[src/rtl/core/vtfp_pkg.sv]
package vtfp_pkg;

	localparam int CFG_INDEX_BITS = 2;
	localparam int CFG_DATA_BITS = 16;
	localparam int ID_BITS = 32;
	localparam int ACCUM_BITS = 64;

	localparam logic [CFG_DATA_BITS-1:0] MAGIC_RESET = 16'hABCF;
	localparam logic [CFG_DATA_BITS-1:0] MAX_PLEN_RESET = 16'hFFFF;
	localparam logic [7:0] COMMA_CHAR = 8'h2C;

	typedef enum logic [CFG_INDEX_BITS-1:0] {
		REG_MAGIC_WORD = 2'd0,
		REG_MAX_PAYLOAD_LEN = 2'd1
	} cfg_reg_t;

	typedef enum logic [2:0] {
		PH_MAGIC_HI = 3'd0,
		PH_MAGIC_LO = 3'd1,
		PH_FRAME_LEN = 3'd2,
		PH_TOKEN_ID = 3'd3,
		PH_TOKEN_LEN = 3'd4,
		PH_PAYLOAD = 3'd5,
		PH_COMMA = 3'd6
	} phase_t;

	typedef enum logic [3:0] {
		EV_NONE = 4'd0,
		EV_HEADER = 4'd1,
		EV_BYTE = 4'd2,
		EV_OK = 4'd3,
		EV_BAD_MAGIC = 4'd4,
		EV_NO_COMMA = 4'd5,
		EV_OVERRUN = 4'd6,
		EV_TOO_LONG = 4'd7,
		EV_VARINT_LONG = 4'd8
	} evt_t;

	typedef struct packed {
		logic [7:0] data;
		logic more;
		logic comma;
	} byte_item_t;

endpackage

[src/rtl/core/vtfp_if.sv]
interface vtfp_in_if;
	logic valid;
	logic ready;
	logic [7:0] in_byte;

	modport source (output valid, output in_byte, input ready);
	modport sink (input valid, input in_byte, output ready);
endinterface

interface vtfp_out_if #(
	parameter int OFFSET_BITS = 24,
	parameter int PAYLOAD_LEN_BITS = 16
);
	logic valid;
	logic ready;
	logic [3:0] event_res;
	logic [31:0] token_id;
	logic [PAYLOAD_LEN_BITS-1:0] payload_len;
	logic [OFFSET_BITS-1:0] store_offset;
	logic [7:0] out_byte;

	modport source (output valid, output event_res, output token_id, output payload_len,
		output store_offset, output out_byte, input ready);
	modport sink (input valid, input event_res, input token_id, input payload_len,
		input store_offset, input out_byte, output ready);
endinterface

interface vtfp_cfg_if;
	logic valid;
	logic ready;
	logic [1:0] reg_index;
	logic [15:0] wr_data;

	modport source (output valid, output reg_index, output wr_data, input ready);
	modport sink (input valid, input reg_index, input wr_data, output ready);
endinterface

[src/rtl/core/vtfp_front.sv]
module vtfp_front (
	input logic clk,
	input logic arst_n,
	vtfp_in_if.sink in_ch,
	output logic item_valid,
	output vtfp_pkg::byte_item_t item,
	input logic item_ready
);
	import vtfp_pkg::*;

	localparam int DEPTH = 2;
	localparam int PTR_BITS = $clog2(DEPTH);

	byte_item_t mem_q [DEPTH];
	logic [PTR_BITS-1:0] wr_ptr_q;
	logic [PTR_BITS-1:0] rd_ptr_q;
	logic [PTR_BITS:0] count_q;
	byte_item_t new_item;
	logic push;
	logic pop;

	assign in_ch.ready = (count_q != (PTR_BITS+1)'(DEPTH));
	assign push = in_ch.valid && in_ch.ready;
	assign item_valid = (count_q != '0);
	assign pop = item_valid && item_ready;
	assign item = mem_q[rd_ptr_q];

	always_comb begin
		new_item.data = in_ch.in_byte;
		new_item.more = in_ch.in_byte[7];
		new_item.comma = (in_ch.in_byte == COMMA_CHAR);
	end

	always_ff @(posedge clk) begin
		if (push) begin
			mem_q[wr_ptr_q] <= new_item;
		end
	end

	always_ff @(posedge clk or negedge arst_n) begin
		if (!arst_n) begin
			wr_ptr_q <= '0;
			rd_ptr_q <= '0;
			count_q <= '0;
		end else begin
			if (push) begin
				wr_ptr_q <= wr_ptr_q + PTR_BITS'(1);
			end
			if (pop) begin
				rd_ptr_q <= rd_ptr_q + PTR_BITS'(1);
			end
			if (push && !pop) begin
				count_q <= count_q + (PTR_BITS+1)'(1);
			end else if (pop && !push) begin
				count_q <= count_q - (PTR_BITS+1)'(1);
			end
		end
	end

endmodule

[src/rtl/core/vtfp_back.sv]
module vtfp_back #(
	parameter int OFFSET_BITS = 24,
	parameter int PAYLOAD_LEN_BITS = 16,
	parameter int MAX_VARINT_BYTES = 10
) (
	input logic clk,
	input logic arst_n,
	input logic item_valid,
	input vtfp_pkg::byte_item_t item,
	output logic item_ready,
	vtfp_cfg_if.sink cfg_ch,
	vtfp_out_if.source out_ch
);
	import vtfp_pkg::*;

	localparam logic [ACCUM_BITS-1:0] PLEN_MASK =
		(ACCUM_BITS'(1) << PAYLOAD_LEN_BITS) - ACCUM_BITS'(1);

	logic [CFG_DATA_BITS-1:0] magic_q;
	logic [CFG_DATA_BITS-1:0] max_plen_q;

	phase_t phase_q, phase_d;
	logic [ACCUM_BITS-1:0] accum_q, accum_d;
	logic [3:0] cnt_q, cnt_d;
	logic [ACCUM_BITS-1:0] frame_left_q, frame_left_d;
	logic [PAYLOAD_LEN_BITS-1:0] payload_left_q, payload_left_d;
	logic [OFFSET_BITS-1:0] wr_off_q, wr_off_d;
	logic [ID_BITS-1:0] cur_id_q, cur_id_d;

	logic out_valid_q;
	evt_t ev_q;
	logic [ID_BITS-1:0] id_q;
	logic [PAYLOAD_LEN_BITS-1:0] plen_q;
	logic [OFFSET_BITS-1:0] off_q;
	logic [7:0] ob_q;

	evt_t ev_d;
	logic [ID_BITS-1:0] id_d;
	logic [PAYLOAD_LEN_BITS-1:0] plen_d;
	logic [OFFSET_BITS-1:0] off_d;
	logic [7:0] ob_d;

	logic pop;
	logic [6:0] shift_amt;
	logic [ACCUM_BITS-1:0] acc_fed;
	logic [3:0] cnt_fed;
	logic vi_long;
	logic [PAYLOAD_LEN_BITS-1:0] pl_dec;

	assign item_ready = !out_valid_q || out_ch.ready;
	assign pop = item_valid && item_ready;
	assign cfg_ch.ready = 1'b1;

	assign out_ch.valid = out_valid_q;
	assign out_ch.event_res = ev_q;
	assign out_ch.token_id = id_q;
	assign out_ch.payload_len = plen_q;
	assign out_ch.store_offset = off_q;
	assign out_ch.out_byte = ob_q;

	assign shift_amt = 7'(cnt_q) * 7'd7;
	assign acc_fed = accum_q | (ACCUM_BITS'(item.data[6:0]) << shift_amt);
	assign cnt_fed = cnt_q + 4'd1;
	assign vi_long = item.more && (cnt_fed >= 4'(MAX_VARINT_BYTES));
	assign pl_dec = payload_left_q - PAYLOAD_LEN_BITS'(1);

	always_comb begin
		phase_d = phase_q;
		accum_d = accum_q;
		cnt_d = cnt_q;
		frame_left_d = frame_left_q;
		payload_left_d = payload_left_q;
		wr_off_d = wr_off_q;
		cur_id_d = cur_id_q;
		ev_d = EV_NONE;
		id_d = '0;
		plen_d = '0;
		off_d = '0;
		ob_d = '0;
		case (phase_q)
			PH_MAGIC_HI: begin
				accum_d = ACCUM_BITS'(item.data);
				phase_d = PH_MAGIC_LO;
			end
			PH_MAGIC_LO: begin
				if ({accum_q[7:0], item.data} != magic_q) begin
					ev_d = EV_BAD_MAGIC;
					phase_d = PH_MAGIC_HI;
				end else begin
					wr_off_d = OFFSET_BITS'(1);
					frame_left_d = '0;
					payload_left_d = '0;
					phase_d = PH_FRAME_LEN;
				end
				accum_d = '0;
				cnt_d = '0;
			end
			PH_FRAME_LEN: begin
				accum_d = acc_fed;
				cnt_d = cnt_fed;
				if (vi_long) begin
					ev_d = EV_VARINT_LONG;
					phase_d = PH_MAGIC_HI;
				end else if (!item.more) begin
					frame_left_d = acc_fed;
					phase_d = (acc_fed == '0) ? PH_COMMA : PH_TOKEN_ID;
					accum_d = '0;
					cnt_d = '0;
				end
			end
			PH_TOKEN_ID, PH_TOKEN_LEN, PH_PAYLOAD: begin
				if (frame_left_q == '0) begin
					ev_d = EV_OVERRUN;
					phase_d = PH_MAGIC_HI;
				end else begin
					frame_left_d = frame_left_q - ACCUM_BITS'(1);
					if (phase_q == PH_PAYLOAD) begin
						ev_d = EV_BYTE;
						off_d = wr_off_q;
						ob_d = item.data;
						if (wr_off_q != '1) begin
							wr_off_d = wr_off_q + OFFSET_BITS'(1);
						end
						payload_left_d = pl_dec;
						if (pl_dec == '0) begin
							phase_d = (frame_left_d == '0) ? PH_COMMA : PH_TOKEN_ID;
							accum_d = '0;
							cnt_d = '0;
						end
					end else begin
						accum_d = acc_fed;
						cnt_d = cnt_fed;
						if (vi_long) begin
							ev_d = EV_VARINT_LONG;
							phase_d = PH_MAGIC_HI;
						end else if (!item.more && phase_q == PH_TOKEN_ID) begin
							cur_id_d = acc_fed[ID_BITS-1:0];
							phase_d = PH_TOKEN_LEN;
							accum_d = '0;
							cnt_d = '0;
						end else if (!item.more) begin
							if (acc_fed > ACCUM_BITS'(max_plen_q) || acc_fed > PLEN_MASK) begin
								ev_d = EV_TOO_LONG;
								phase_d = PH_MAGIC_HI;
							end else begin
								ev_d = EV_HEADER;
								id_d = cur_id_q;
								plen_d = acc_fed[PAYLOAD_LEN_BITS-1:0];
								off_d = wr_off_q;
								payload_left_d = acc_fed[PAYLOAD_LEN_BITS-1:0];
								accum_d = '0;
								cnt_d = '0;
								if (acc_fed != '0) begin
									phase_d = PH_PAYLOAD;
								end else begin
									phase_d = (frame_left_d == '0) ? PH_COMMA : PH_TOKEN_ID;
								end
							end
						end
					end
				end
			end
			default: begin
				ev_d = item.comma ? EV_OK : EV_NO_COMMA;
				phase_d = PH_MAGIC_HI;
				accum_d = '0;
				cnt_d = '0;
			end
		endcase
	end

	always_ff @(posedge clk or negedge arst_n) begin
		if (!arst_n) begin
			magic_q <= MAGIC_RESET;
			max_plen_q <= MAX_PLEN_RESET;
		end else if (cfg_ch.valid && cfg_ch.ready) begin
			case (cfg_ch.reg_index)
				REG_MAGIC_WORD: magic_q <= cfg_ch.wr_data;
				REG_MAX_PAYLOAD_LEN: max_plen_q <= cfg_ch.wr_data;
				default: begin
				end
			endcase
		end
	end

	always_ff @(posedge clk or negedge arst_n) begin
		if (!arst_n) begin
			phase_q <= PH_MAGIC_HI;
			accum_q <= '0;
			cnt_q <= '0;
			frame_left_q <= '0;
			payload_left_q <= '0;
			wr_off_q <= OFFSET_BITS'(1);
			cur_id_q <= '0;
			out_valid_q <= 1'b0;
		end else begin
			if (pop) begin
				phase_q <= phase_d;
				accum_q <= accum_d;
				cnt_q <= cnt_d;
				frame_left_q <= frame_left_d;
				payload_left_q <= payload_left_d;
				wr_off_q <= wr_off_d;
				cur_id_q <= cur_id_d;
				out_valid_q <= 1'b1;
			end else if (out_ch.ready) begin
				out_valid_q <= 1'b0;
			end
		end
	end

	always_ff @(posedge clk) begin
		if (pop) begin
			ev_q <= ev_d;
			id_q <= id_d;
			plen_q <= plen_d;
			off_q <= off_d;
			ob_q <= ob_d;
		end
	end

endmodule

[src/rtl/core/varint_tagged_frame_parser_top.sv]
// Parses a byte stream of tagged frames (magic word, varint frame length, id/length/payload
// tokens, closing comma) and returns exactly one result for every byte transferred in. The
// parser sustains one byte per clock cycle while the output is ready; each byte is
// written into the two-entry input queue and its result then into the output register.
// The per-byte state update in the back end is the single loop that sets this rate. When
// the output is stalled, up to two more bytes are still taken into the queue.
// Configuration registers are written through their own channel, which is always ready.
module varint_tagged_frame_parser_top #(
	parameter int OFFSET_BITS = 24,
	parameter int PAYLOAD_LEN_BITS = 16,
	parameter int MAX_VARINT_BYTES = 10
) (
	input logic clk,
	input logic arst_n,
	vtfp_in_if.sink in_ch,
	vtfp_cfg_if.sink cfg_ch,
	vtfp_out_if.source out_ch
);
	import vtfp_pkg::*;

	logic item_valid;
	logic item_ready;
	byte_item_t item;

	vtfp_front u_front (
		.clk(clk),
		.arst_n(arst_n),
		.in_ch(in_ch),
		.item_valid(item_valid),
		.item(item),
		.item_ready(item_ready)
	);

	vtfp_back #(
		.OFFSET_BITS(OFFSET_BITS),
		.PAYLOAD_LEN_BITS(PAYLOAD_LEN_BITS),
		.MAX_VARINT_BYTES(MAX_VARINT_BYTES)
	) u_back (
		.clk(clk),
		.arst_n(arst_n),
		.item_valid(item_valid),
		.item(item),
		.item_ready(item_ready),
		.cfg_ch(cfg_ch),
		.out_ch(out_ch)
	);

endmodule

[src/flat_wrapper.sv]
// flat-port wrapper written by rule: the top's interface ports become plain ports
module varint_tagged_frame_parser_top_flat import vtfp_pkg::*;
#(
	parameter int OFFSET_BITS = 24,
	parameter int PAYLOAD_LEN_BITS = 16,
	parameter int MAX_VARINT_BYTES = 10
)
  (clk, arst_n, in_ch_valid, in_ch_in_byte, in_ch_ready, cfg_ch_valid, cfg_ch_reg_index, cfg_ch_wr_data, cfg_ch_ready, out_ch_valid, out_ch_event_res, out_ch_token_id, out_ch_payload_len, out_ch_store_offset, out_ch_out_byte, out_ch_ready);
  vtfp_in_if in_ch_i ();
  vtfp_cfg_if cfg_ch_i ();
  vtfp_out_if #(.OFFSET_BITS(OFFSET_BITS), .PAYLOAD_LEN_BITS(PAYLOAD_LEN_BITS)) out_ch_i ();
  input logic clk;
  input logic arst_n;
  input wire logic [$bits(in_ch_i.valid)-1:0] in_ch_valid;
  input wire logic [$bits(in_ch_i.in_byte)-1:0] in_ch_in_byte;
  output wire logic [$bits(in_ch_i.ready)-1:0] in_ch_ready;
  input wire logic [$bits(cfg_ch_i.valid)-1:0] cfg_ch_valid;
  input wire logic [$bits(cfg_ch_i.reg_index)-1:0] cfg_ch_reg_index;
  input wire logic [$bits(cfg_ch_i.wr_data)-1:0] cfg_ch_wr_data;
  output wire logic [$bits(cfg_ch_i.ready)-1:0] cfg_ch_ready;
  output wire logic [$bits(out_ch_i.valid)-1:0] out_ch_valid;
  output wire logic [$bits(out_ch_i.event_res)-1:0] out_ch_event_res;
  output wire logic [$bits(out_ch_i.token_id)-1:0] out_ch_token_id;
  output wire logic [$bits(out_ch_i.payload_len)-1:0] out_ch_payload_len;
  output wire logic [$bits(out_ch_i.store_offset)-1:0] out_ch_store_offset;
  output wire logic [$bits(out_ch_i.out_byte)-1:0] out_ch_out_byte;
  input wire logic [$bits(out_ch_i.ready)-1:0] out_ch_ready;
  assign in_ch_i.valid = in_ch_valid;
  assign in_ch_i.in_byte = in_ch_in_byte;
  assign in_ch_ready = in_ch_i.ready;
  assign cfg_ch_i.valid = cfg_ch_valid;
  assign cfg_ch_i.reg_index = cfg_ch_reg_index;
  assign cfg_ch_i.wr_data = cfg_ch_wr_data;
  assign cfg_ch_ready = cfg_ch_i.ready;
  assign out_ch_valid = out_ch_i.valid;
  assign out_ch_event_res = out_ch_i.event_res;
  assign out_ch_token_id = out_ch_i.token_id;
  assign out_ch_payload_len = out_ch_i.payload_len;
  assign out_ch_store_offset = out_ch_i.store_offset;
  assign out_ch_out_byte = out_ch_i.out_byte;
  assign out_ch_i.ready = out_ch_ready;
  varint_tagged_frame_parser_top #(.OFFSET_BITS(OFFSET_BITS), .PAYLOAD_LEN_BITS(PAYLOAD_LEN_BITS), .MAX_VARINT_BYTES(MAX_VARINT_BYTES)) u_core (.clk(clk), .arst_n(arst_n), .in_ch(in_ch_i), .cfg_ch(cfg_ch_i), .out_ch(out_ch_i));
endmodule
[config.mk]
export PLATFORM = sky130hd
export DESIGN_NAME = varint_tagged_frame_parser_top_flat
export DESIGN_NICKNAME = d
export VERILOG_FILES = /design/src/rtl/core/vtfp_pkg.sv /design/src/rtl/core/vtfp_if.sv /design/src/rtl/core/vtfp_front.sv /design/src/rtl/core/vtfp_back.sv /design/src/rtl/core/varint_tagged_frame_parser_top.sv /design/src/flat_wrapper.sv
export SDC_FILE = /design/constraint.sdc
export NUM_CORES = 1
export LEC_CHECK = 0
export ABC_AREA = 1
export BUFFER_PORTS_ARGS = -buffer_cell sky130_fd_sc_hd__buf_2
export CAP_MARGIN = 20
export CORE_ASPECT_RATIO = 0.6
export CORE_MARGIN = 2
export CORE_UTILIZATION = 38
export DETAILED_ROUTE_END_ITERATION = 8
export GPL_TIMING_DRIVEN = 0
export HOLD_SLACK_MARGIN = 0.06
export PLACE_DENSITY = 0.65
export SYNTH_ARGS = -nofsm -noshare
export SYNTH_HDL_FRONTEND = slang
export SYNTH_SLANG_ARGS = --single-unit
[constraint.sdc]
create_clock -name clk -period 7.2 [get_ports clk]
set_clock_uncertainty 0.05 [all_clocks]
set_input_delay 0.36 -clock clk [delete_from_list [all_inputs] [get_ports clk]]
set_output_delay 0.36 -clock clk [all_outputs]
set_load 0.03 [all_outputs]
Yosys cells after proc, flatten, opt, wreduce, memory -nomap -nowiden
Memories as Yosys holds them, arrays and structs flattened.
Index checks and enable logic that the tools add are counted.
Widths: inputs -> output; s select.
{ "word_totals": {"ff_bits": 328, "mem_bits_rw": 20, "input_bits": 31, "word_cells": 172, "memories": 1} }
{ "op_classes": {"add_sub_neg": 8, "multipliers": 1, "order_cmp": 3, "n_eq_ne": 24, "n_shift": 1, "mux": 73, "n_bitwise": 6, "reduce_logical": 37} }
{ "memory_table": {"columns": ["memory", "words", "word_bits", "rd", "rd_ports_with_merged_regs", "wr", "line", "source"], "rows": [
  ["u_core.u_front.mem_q", 2, 10, 1, 0, 1, "vtfp_front.sv:14", "byte_item_t mem_q [DEPTH];"]
]} }
{ "op_table": {"columns": ["cell", "n"], "rows": [
  ["$mux 64", 13],
  ["$pmux 64 s3", 2],
  ["$mux 24", 9],
  ["$logic_not 64->1", 3],
  ["$mux 16", 7],
  ["$gt 64x16->1", 1],
  ["$gt 64x16->1 const B", 1],
  ["$or 64x64->64", 1],
  ["$reduce_bool 64->1", 1],
  ["$shl 7x7->64", 1],
  ["$sub 64x1->64 const B", 1],
  ["$mux 4", 13],
  ["$mux 3", 17],
  ["$pmux 24 s2", 1],
  ["$pmux 16 s2", 1],
  ["$add 24x1->24 const B", 1],
  ["$ne 24x24->1 const B", 1],
  ["$ne 3x3->1 const B", 6],
  ["$reduce_and 6->1", 3],
  ["$logic_not 16->1", 1],
  ["$ne 16x16->1", 1],
  ["$pmux 4 s4", 1],
  ["$sub 16x1->16 const B", 1],
  ["$ne 2x2->1 const B", 7],
  ["other kinds (32)", 59]
]} }

Longest topological paths before layout
Gate-level depths: netlist (run 1).
{ "depth": {"word_depth": 12, "ltp_mapped": 27, "mapped_depth_nobuf": 25} }

Modules after synthesis
A second synthesis (run 1) with hierarchy kept.
{ "hier_totals": {"cells_unflattened": 2477, "area_unflattened_um2": 19170.9} }
{ "by_module_without_submodules": {"columns": ["mod", "instances", "cells_per_inst", "area_per_inst_um2", "seq_area_each_um2"], "rows": [
  ["vtfp_back", 1, 2396, 18241.2, 8563.2],
  ["vtfp_front", 1, 81, 929.6, 640.6]
]} }

Least setup slack after synthesis (run 1)
Ideal clock, no wire load.
{ "synth_path": {"path_kind": "register to register", "startpoint": "register u_core.u_back.out_valid_q, in the netlist u_core.u_back.out_ch.valid", "endpoint": "register u_core.u_back.frame_left_q[0]", "setup_ns": 0.127, "arrival_time_ns": 6.596, "setup_slack_ns": 0.427, "path_stages_with_launch": 11, "synth_period_minus_slack_ns": 6.773, "path_cell_list": "dfrtp_1 inv_1 nor2_1 a21oi_1 o21ai_1 a21oi_4 nand3_2 inv_2 buf_2 buf_2 o21ai_0"} }
{ "synth_between": {"elab_chain_len": 4} }
{ "synth_rtl": {"columns": ["item", "line", "source"], "rows": [
  ["start: declaration", "vtfp_back.sv:30", "logic out_valid_q;"],
  ["start signal: assignment", "vtfp_back.sv:195", "out_valid_q <= 1'b0;"],
  ["start signal: assignment", "vtfp_back.sv:205", "out_valid_q <= 1'b1;"],
  ["start signal: assignment", "vtfp_back.sv:207", "out_valid_q <= 1'b0;"],
  ["$logic_not 1->1", "vtfp_back.sv:50", "assign item_ready = !out_valid_q || out_ch.ready;"],
  ["$logic_or 1x1->1", "vtfp_back.sv:50", null],
  ["$logic_and 1x1->1", "vtfp_back.sv:51", "assign pop = item_valid && item_ready;"],
  ["via u_core.u_back.pop", "vtfp_back.sv:43", "logic pop;"],
  ["$reduce_and 6->1 (no source line)", null, null],
  ["end signal: assignment", "vtfp_back.sv:201", "frame_left_q <= frame_left_d;"],
  ["end: declaration", "vtfp_back.sv:25", "logic [ACCUM_BITS-1:0] frame_left_q, frame_left_d;"]
]} }
The timed path passes the listed nets, and every way through them passes these cells.
A chain may end at the register's enable or synchronous reset.

Final worst setup path (run 1)
{ "layout_path": {"startpoint": "register u_core.u_front.rd_ptr_q", "endpoint": "register u_core.u_back.id_q[22], in the netlist u_core.u_back.out_ch.token_id[22] (data pin)"} }
{ "layout_between": {"elab_chain_len": 6, "elab_cells_between_ends": 10} }
{ "layout_rtl": {"columns": ["item", "line", "source"], "rows": [
  ["start: declaration", "vtfp_front.sv:16", "logic [PTR_BITS-1:0] rd_ptr_q;"],
  ["start signal: assignment", "vtfp_front.sv:50", "rd_ptr_q <= rd_ptr_q + PTR_BITS'(1);"],
  ["$mem_v2 2x10 *", null, null],
  ["$shl 7x7->64 *", "vtfp_back.sv:62", "assign acc_fed = accum_q | (ACCUM_BITS'(item.data[6:0]) << shift_amt);"],
  ["$or 64x64->64 *", "vtfp_back.sv:62", null],
  ["via u_core.u_back.acc_fed[11]", "vtfp_back.sv:45", "logic [ACCUM_BITS-1:0] acc_fed;"],
  ["$gt 64x16->1", "vtfp_back.sv:142", "if (acc_fed > ACCUM_BITS'(max_plen_q) || acc_fed > PLEN_MASK) begin"],
  ["$logic_or 1x1->1 *", "vtfp_back.sv:142", null],
  ["$reduce_or 7->1 (no source line) *", null, null],
  ["end signal: assignment", "vtfp_back.sv:215", "id_q <= id_d;"],
  ["end: declaration", "vtfp_back.sv:32", "logic [ID_BITS-1:0] id_q;"]
]} }
The timed path passes the listed nets; every way through them passes the cells marked *.

==> flow_metrics.env, run 1 <==
export IMPL_worstSkewPairLatency_ns=0.55
export IMPL_cts_buffer_depth=3
export IMPL_cts_tree="done"
export IMPL_worstPathCellList="buf_4 > inv_4 > buf_8 > o21ai_4 > nand3_1 > o21ai_0 > ha_1 > nand2_1 > inv_1 > nand3_1 > nor2_1 > and3_1 > a31oi_1 > nor2_2 > nand2_2 > nor2_1 > nand3_1 > buf_2 > buf_2 > nor2_1"
export IMPL_die_w_um=295
export IMPL_globalRouteOverflowTotal=0
export IMPL_yosysUniqueCellTypes=53
export IMPL_synth_edf_count=102
export IMPL_place_area_sq_um=20900
export IMPL_synth_seq_cells=346
export IMPL_final_cell_mix="nand2_1, inv_1, nor2_1, o21ai_0, dfrtp_1"
export IMPL_cts_root_buf="clkbuf_16"
export IMPL_final_core_util=0.449
export IMPL_power_density_nw_per_um2=362
export IMPL_syn_nets=2581
export IMPL_core_sq_um=49800
export IMPL_area_growth_synth_to_final_pct=15.6
export IMPL_hold_path_class="input port to flip-flop"
export IMPL_hpwlAfterDp_um=54600
export IMPL_drt_total_wl_um=69800
export IMPL_fmax_mhz=199
export IMPL_htree_levels=2
export IMPL_final_nets=2768
export IMPL_cp_data_required_time_ns=7.42
export IMPL_port_buffer_count=116
export IMPL_cp_arrival_ns=5.26
export IMPL_start_util=0.388
export IMPL_diodes=0
export IMPL_wire_per_inst_um=20.4
export IMPL_synth_main_ff_cell="dfrtp_1"
export IMPL_grtUsageTotal=0.266
export IMPL_grt_start_max_net_pins=104
export IMPL_rsz0062_at_grt="no"
export IMPL_relSlewSlack=0.179
export IMPL_antenna_found_initial=1
export IMPL_drc_errors=0
export IMPL_die_y_um=179
export IMPL_grt_pass1_vias=16700
export IMPL_synth_seq_area_share=0.476
export IMPL_layout_min_cycle_time_ns=5.04
export IMPL_syn_cell_area_sq_um=19300
export IMPL_design_portCount=118
export IMPL_vias=18400
export IMPL_final_common_cell="nand2_1"
export IMPL_viasPerCell=5.37
export IMPL_grt_pass1_wl_um=104000
export IMPL_async_flop_share=0.705
export IMPL_finalSetupViolCount=0
export IMPL_nFillCells=5054
export IMPL_ff_latch_area_sq_um=9200
export IMPL_drv_slew=0
export IMPL_multi_input_area_sq_um=8320
export IMPL_clock_sinks=346
export IMPL_worstMarginPinSlew_ns=1.23
export IMPL_die_area_sq_um=52700
export IMPL_first_iter_violations=2413
export IMPL_avgSynthCellArea_sq_um=7.65
export IMPL_crit_slowest_cell="o21ai_0"
export IMPL_end_kind="flip-flop"
export IMPL_drive_gt1_frac=0.118
export IMPL_gp_congestion=0.994
export IMPL_fin_crit_sh=0.699
export IMPL_maxCapViolCount=0
export IMPL_cts_resized=0
export IMPL_crit_type="flip-flop to flip-flop"
export IMPL_critPathMaxStageDelay_ns=0.91
export IMPL_hold_viol_final=0
export IMPL_ys_warn_count=0
export IMPL_crit_path_max_fanout=10
export IMPL_synthCells=2525
export IMPL_clk_pin_slew_ns=0.06
export IMPL_status="finished clean"
export IMPL_firstDrtPassIters=7
export IMPL_finalInstanceArea_sq_um=22300
export IMPL_ant_nets=0
export IMPL_leakage_nw=10.4
export IMPL_cts_buffers=36
export IMPL_peakVddDrop_mv=0.183
export IMPL_cp_start_kind="flip-flop"
export IMPL_row_count=63
## per-layer routing
layer,GRT usage,wire [um]
met5,0,0
met4,0.0520,1220
met3,0.0906,9280
met2,0.351,26400
met1,0.411,32900
## flip-flops by register name, indices dropped and copies added (netlist names), 18 cells and up
register	flops
u_core.u_back.accum_q	64
u_core.u_back.frame_left_q	64
u_core.u_back.cur_id_q	32
u_core.u_back.out_ch.token_id	32
u_core.u_back.out_ch.store_offset	24
u_core.u_back.wr_off_q	24
u_core.u_front.mem_q	18
## synthesized netlist by cell type, types with 6 or more instances
cell type	instances	area [sq um]
dfrtp_1	216	5410
o21ai_0	224	1120
a21oi_1	65	325
nor4_1	11	68.8
clkbuf_1	44	165
nor2_1	313	1170
nor2_2	11	68.8
xor2_1	33	289
xnor2_1	13	114
o21ai_1	11	55.1
nand2_2	11	68.8
dfstp_2	28	736
o31ai_1	13	97.6
buf_2	32	160
o22ai_1	65	407
ha_1	25	313
nand2_1	621	2330
inv_1	355	1330
o21bai_1	6	45.0
edfxtp_1	102	3060
nor3_1	55	275
inv_2	8	30.0
a21oi_2	21	184
nand4_1	39	244
nand3_1	139	696
a22oi_1	7	52.6
## worst paths after layout
| check | start | depth (start not counted) | slack, ns | to |
|---|---|---|---|---|
| setup / recovery | u_core.u_front.rd_ptr_q | 20 | 2.16 | u_core.u_back.out_ch.token_id[22] |
| hold / removal | cfg_ch_valid | 4 | 0.15 | u_core.u_back.magic_q[0] |
| setup reg to reg | u_core.u_front.rd_ptr_q | 20 | 2.16 | u_core.u_back.out_ch.token_id[22] |
| hold reg to reg | u_core.u_front.count_q[0] | 1 | 0.42 | u_core.u_front.count_q[0] |
| max in group asynchronous | arst_n | 4 | 5.42 | u_core.u_back.wr_off_q[21] |
| min in group asynchronous | arst_n | 2 | 0.28 | u_core.u_back.frame_left_q[44] |
## metrics by stage
step | power, mW | instances | worst slack [ns] | hold WS [ns] | TNS [ns]
global placement | 6.05 | 3323 | -2.50 | 0.409 | -382.32
floorplan | 4.82 | 2525 | 0.427 | 0.0144 | 0
CTS | 8.02 | 3419 | 2.31 | 0.132 | 0
global route | 8.52 | 3421 | 2.03 | 0.183 | 0
detailed placement | 6.09 | 3328 | 2.33 | 0.296 | 0
finish | 8.09 | 3421 | 2.16 | 0.151 | 0
## cell families after synthesis
logic type / share of synthesized area
AO/OA/AOI/OAI: 0.127
XOR/XNOR: 0.0208
adder cells (fa/ha/maj): 0.0162
buffers and inverters: 0.0939
flip-flops: 0.476
other: 0.000194
AND/OR/NAND/NOR: 0.265
## cell type report
class	count	area share
Timing Repair Buffer	149	0.0445
Buffer	92	0.0198
Multi-Input combinational cell	1722	0.372
Clock inverter	16	0.00650
Sequential cell	346	0.412
Inverter	365	0.0614
Clock buffer	49	0.0454
Tap cell	682	0.0382
## where the power goes
group	switching, mW	internal [mW]	leakage (nW)
clock network	0.844	1.07	0.574
logic	2.73	0.887	5.58
registers	0.151	2.41	4.25
total	3.73	4.36	10.4
## worst max-delay path, delay by kind of cell, from the launching register on
kind	cells	cell delay, ns
adder cells (fa/ha/maj)	1	0.40
flip-flops	1	0.32
AO/OA/AOI/OAI	3	1.65
buffers and inverters	6	1.12
AND/OR/NAND/NOR	10	1.21
## timing repair
action,4_1_cts,5_1_grt
endpoints found under the hold margin,110,0
setup buffers,0,0
hold buffers,26,0
(Power assumes the default switching activity.)
==> inputs of run 2 (changes only) <==
--- a/config.mk
+++ b/config.mk
@@ -14,7 +14,7 @@
 export DETAILED_ROUTE_END_ITERATION = 8
 export GPL_TIMING_DRIVEN = 0
 export HOLD_SLACK_MARGIN = 0.06
-export PLACE_DENSITY = 0.65
+export PLACE_DENSITY = 0.67
 export SYNTH_ARGS = -nofsm -noshare
 export SYNTH_HDL_FRONTEND = slang
 export SYNTH_SLANG_ARGS = --single-unit
==> constraint.sdc (replaced) <==
create_clock -name clk -period 4.15 [get_ports clk]
set_clock_uncertainty 0.05 [all_clocks]
set_input_delay 0.2075 -clock clk [delete_from_list [all_inputs] [get_ports clk]]
set_output_delay 0.2075 -clock clk [all_outputs]
set_load 0.03 [all_outputs]
==> run 2 against run 1 <==
  * Sequential power increased by 75%
  * Combinational power up 78%
  * Die area unchanged
  * Fmax increased by 25%
  * Critical path depth decreased by 3
  * Power increased by 79%
  * Critical path type unchanged
  * Largest cell class unchanged
==> flow_metrics.env, run 2 (synthesis gave the netlist of run 1 again) <==
export IMPL_die_area_sq_um=52700
export IMPL_total_power_mw=14.5
export IMPL_nFillCells=4996
export IMPL_worstSkewPairLatency_ns=0.56
export IMPL_grt_pass1_wl_um=103000
export IMPL_leakage_nw=10.6
export IMPL_rsz0062_at_grt="no"
export IMPL_first_iter_violations=2106
export IMPL_crit_type="flip-flop to flip-flop"
export IMPL_start_util=0.388
export IMPL_top_usage_layer="met1"
export IMPL_final_cells=3437
export IMPL_switching_share=0.454
export IMPL_port_buffer_count=116
export IMPL_row_count=63
export IMPL_gr_usage_met1=0.399
export IMPL_die_w_um=295
export IMPL_cts_tree="done"
export IMPL_cts_buffer_depth=3
export IMPL_globalRouteOverflowTotal=0
export IMPL_drv_slew=0
export IMPL_end_kind="flip-flop"
export IMPL_place_area_sq_um=20900
export IMPL_peakVddDrop_mv=0.304
export IMPL_cp_data_required_time_ns=4.46
export IMPL_grt_start_max_net_pins=108
export IMPL_design_portCount=118
export IMPL_power_density_nw_per_um2=634
export IMPL_ant_nets=0
export IMPL_final_nets=2782
export IMPL_grt_pass1_vias=16900
export IMPL_vias=18500
export IMPL_clk_pin_slew_ns=0.07
export IMPL_gp_congestion=0.992
export IMPL_hpwlAfterDp_um=54000
export IMPL_finalSetupViolCount=0
export IMPL_dp_cells=3328
export IMPL_drt_total_wl_um=69400
export IMPL_netSwitchingPower_mw=6.58
export IMPL_wire_per_inst_um=20.2
export IMPL_hold_viol_final=0
export IMPL_grt_met3_usage=0.0953
export IMPL_htree_levels=2
export IMPL_antenna_found_initial=1
export IMPL_seq_power_share=0.308
export IMPL_crit_path_max_fanout=10
export IMPL_drc_errors=0
export IMPL_largestRegisters="u_core.u_back.accum_q (64), u_core.u_back.frame_left_q (64)"
export IMPL_ff2ff_path_depth=17
export IMPL_clock_sinks=346
export IMPL_final_cell_mix="nand2_1, inv_1, nor2_1, o21ai_0, dfrtp_1"
export IMPL_status="finished clean"
export IMPL_worstMarginPinSlew_ns=1.08
export IMPL_viasPerCell=5.40
export IMPL_area_growth_synth_to_final_pct=18.4
export IMPL_diodes=0
export IMPL_cts_buffers=38
export IMPL_timing_rr_end="u_core.u_back.out_ch.token_id[21]"
export IMPL_rr_startpoint="u_core.u_back.cnt_q[0]"
export IMPL_final_common_cell="nand2_1"
export IMPL_intPower_mw=7.92
export IMPL_pwr_share_clk=0.249
export IMPL_firstDrtPassIters=6
export IMPL_die_y_um=179
export IMPL_power_frac_comb=0.443
export IMPL_hold_path_class="input port to asynchronous set/reset pin"
export IMPL_cts_root_buf="clkbuf_16"
export IMPL_fin_crit_sh=0.971
export IMPL_core_sq_um=49800
export IMPL_relSlewSlack=0.277
export IMPL_grtUsageTotal=0.262
export IMPL_fmax_mhz=248
export IMPL_maxCapViolCount=0
export IMPL_r2r_slack_ns=0.12
export IMPL_cp_arrival_ns=4.34
export IMPL_finalInstanceArea_sq_um=22900
export IMPL_grt_use_met2=0.347
export IMPL_cp_start_kind="flip-flop"
export IMPL_layout_min_cycle_time_ns=4.03
export IMPL_drive_gt1_frac=0.137
==> run 2: cell count changes in the layout (fill, tap and decap cells not counted), sizes merged <==
cell / change
clkinvlp: +2
dlygate4sd3: +5
clkbuf: +5
buf: +5
inv: -3
clkinv: +1
bufinv: +1
==> run 2: cell type report <==
class / count / area, sq um / area share
sequential: 346 / 9200 / 0.402
tap: 682 / 853 / 0.0373
buffer: 91 / 453 / 0.0198
clock inverter: 17 / 203 / 0.00886
timing repair buffer: 162 / 1100 / 0.0480
clock buffer: 52 / 1110 / 0.0484
multi-input combinational: 1722 / 8590 / 0.375
inverter: 365 / 1380 / 0.0604
==> run 2: repair_timing <==
item | CTS | global route
setup buffers | 3 | 7
setup endpoints to repair | 157 | 116
hold endpoints to repair | 170 | 0
hold buffers | 31 | 0
pin swaps | 2 | 7
gates resized for setup | 37 | 37
==> run 2: per-layer routing <==
layer	up-vias	part of all wire
met2	949	0.38
met5	-	0
met1	8904	0.47
met3	96	0.13
met4	0	0.020
li1	8596	-
==> run 2: metrics by stage <==
| step | setup slack (ns) | hold WS (ns) | util | setup TNS (ns) |
|---|---|---|---|---|
| after global routing | 0.00869 | 0.100 | 0.459 | 0 |
| after CTS | 0.00347 | 0.0841 | 0.456 | 0 |
| final | 0.120 | 0.0828 | 0.459 | 0 |
| after detailed placement | -0.612 | 0.0708 | 0.420 | -39.52 |
| after global placement | -1.90 | 0.361 | 0.417 | -492.42 |
| after floorplan | 0.591 | -0.138 | - | 0 |
==> run 2: worst max path at each step <==
| stage | from | end | slack [ns] | cells after the start |
|---|---|---|---|---|
| after floorplan | u_core.u_back.out_ch.valid | u_core.u_back.cur_id_q[0] | 0.59 | 7 |
| after global placement | arst_n | u_core.u_back.frame_left_q[40] | -1.90 | 1 |
| after detailed placement | u_core.u_front.rd_ptr_q | u_core.u_back.out_ch.token_id[22] | -0.61 | 21 |
| after CTS | u_core.u_back.cnt_q[0] | u_core.u_back.out_ch.token_id[22] | 0.003 | 17 |
| after global routing | u_core.u_back.cnt_q[0] | u_core.u_back.out_ch.token_id[21] | 0.009 | 17 |
| final | u_core.u_back.cnt_q[0] | u_core.u_back.out_ch.token_id[21] | 0.12 | 17 |
==> run 2: power by group through the flow <==
| stage | Sequential (mW) | Clock (mW) | Combinational [mW] |
|---|---|---|---|
| 4_1_cts | 4.46 | 3.65 | 6.11 |
| 6_report | 4.47 | 3.61 | 6.43 |
| 5_1_grt | 4.51 | 3.79 | 6.93 |
| 3_3_place_gp | 4.53 | 0 | 5.85 |
| 3_5_place_dp | 4.51 | 0 | 5.98 |
| 2_1_floorplan | 5.11 | 0 | 3.21 |
==> run 2: critical path, cell delays in order, from the launching register on <==
cell	delay, ns
dfrtp_1	0.41
buf_2	0.19
inv_2	0.18
clkbuf_2	0.27
nand3_2	0.23
o21ai_2	0.37
ha_1	0.32
nand4_1	0.13
a31oi_1	0.05
nor3_1	0.17
a31oi_2	0.17
nor2_2	0.14
nand2_2	0.09
nor2_1	0.18
nand3_1	0.18
buf_4	0.26
clkbuf_4	0.22
nor2_2	0.22
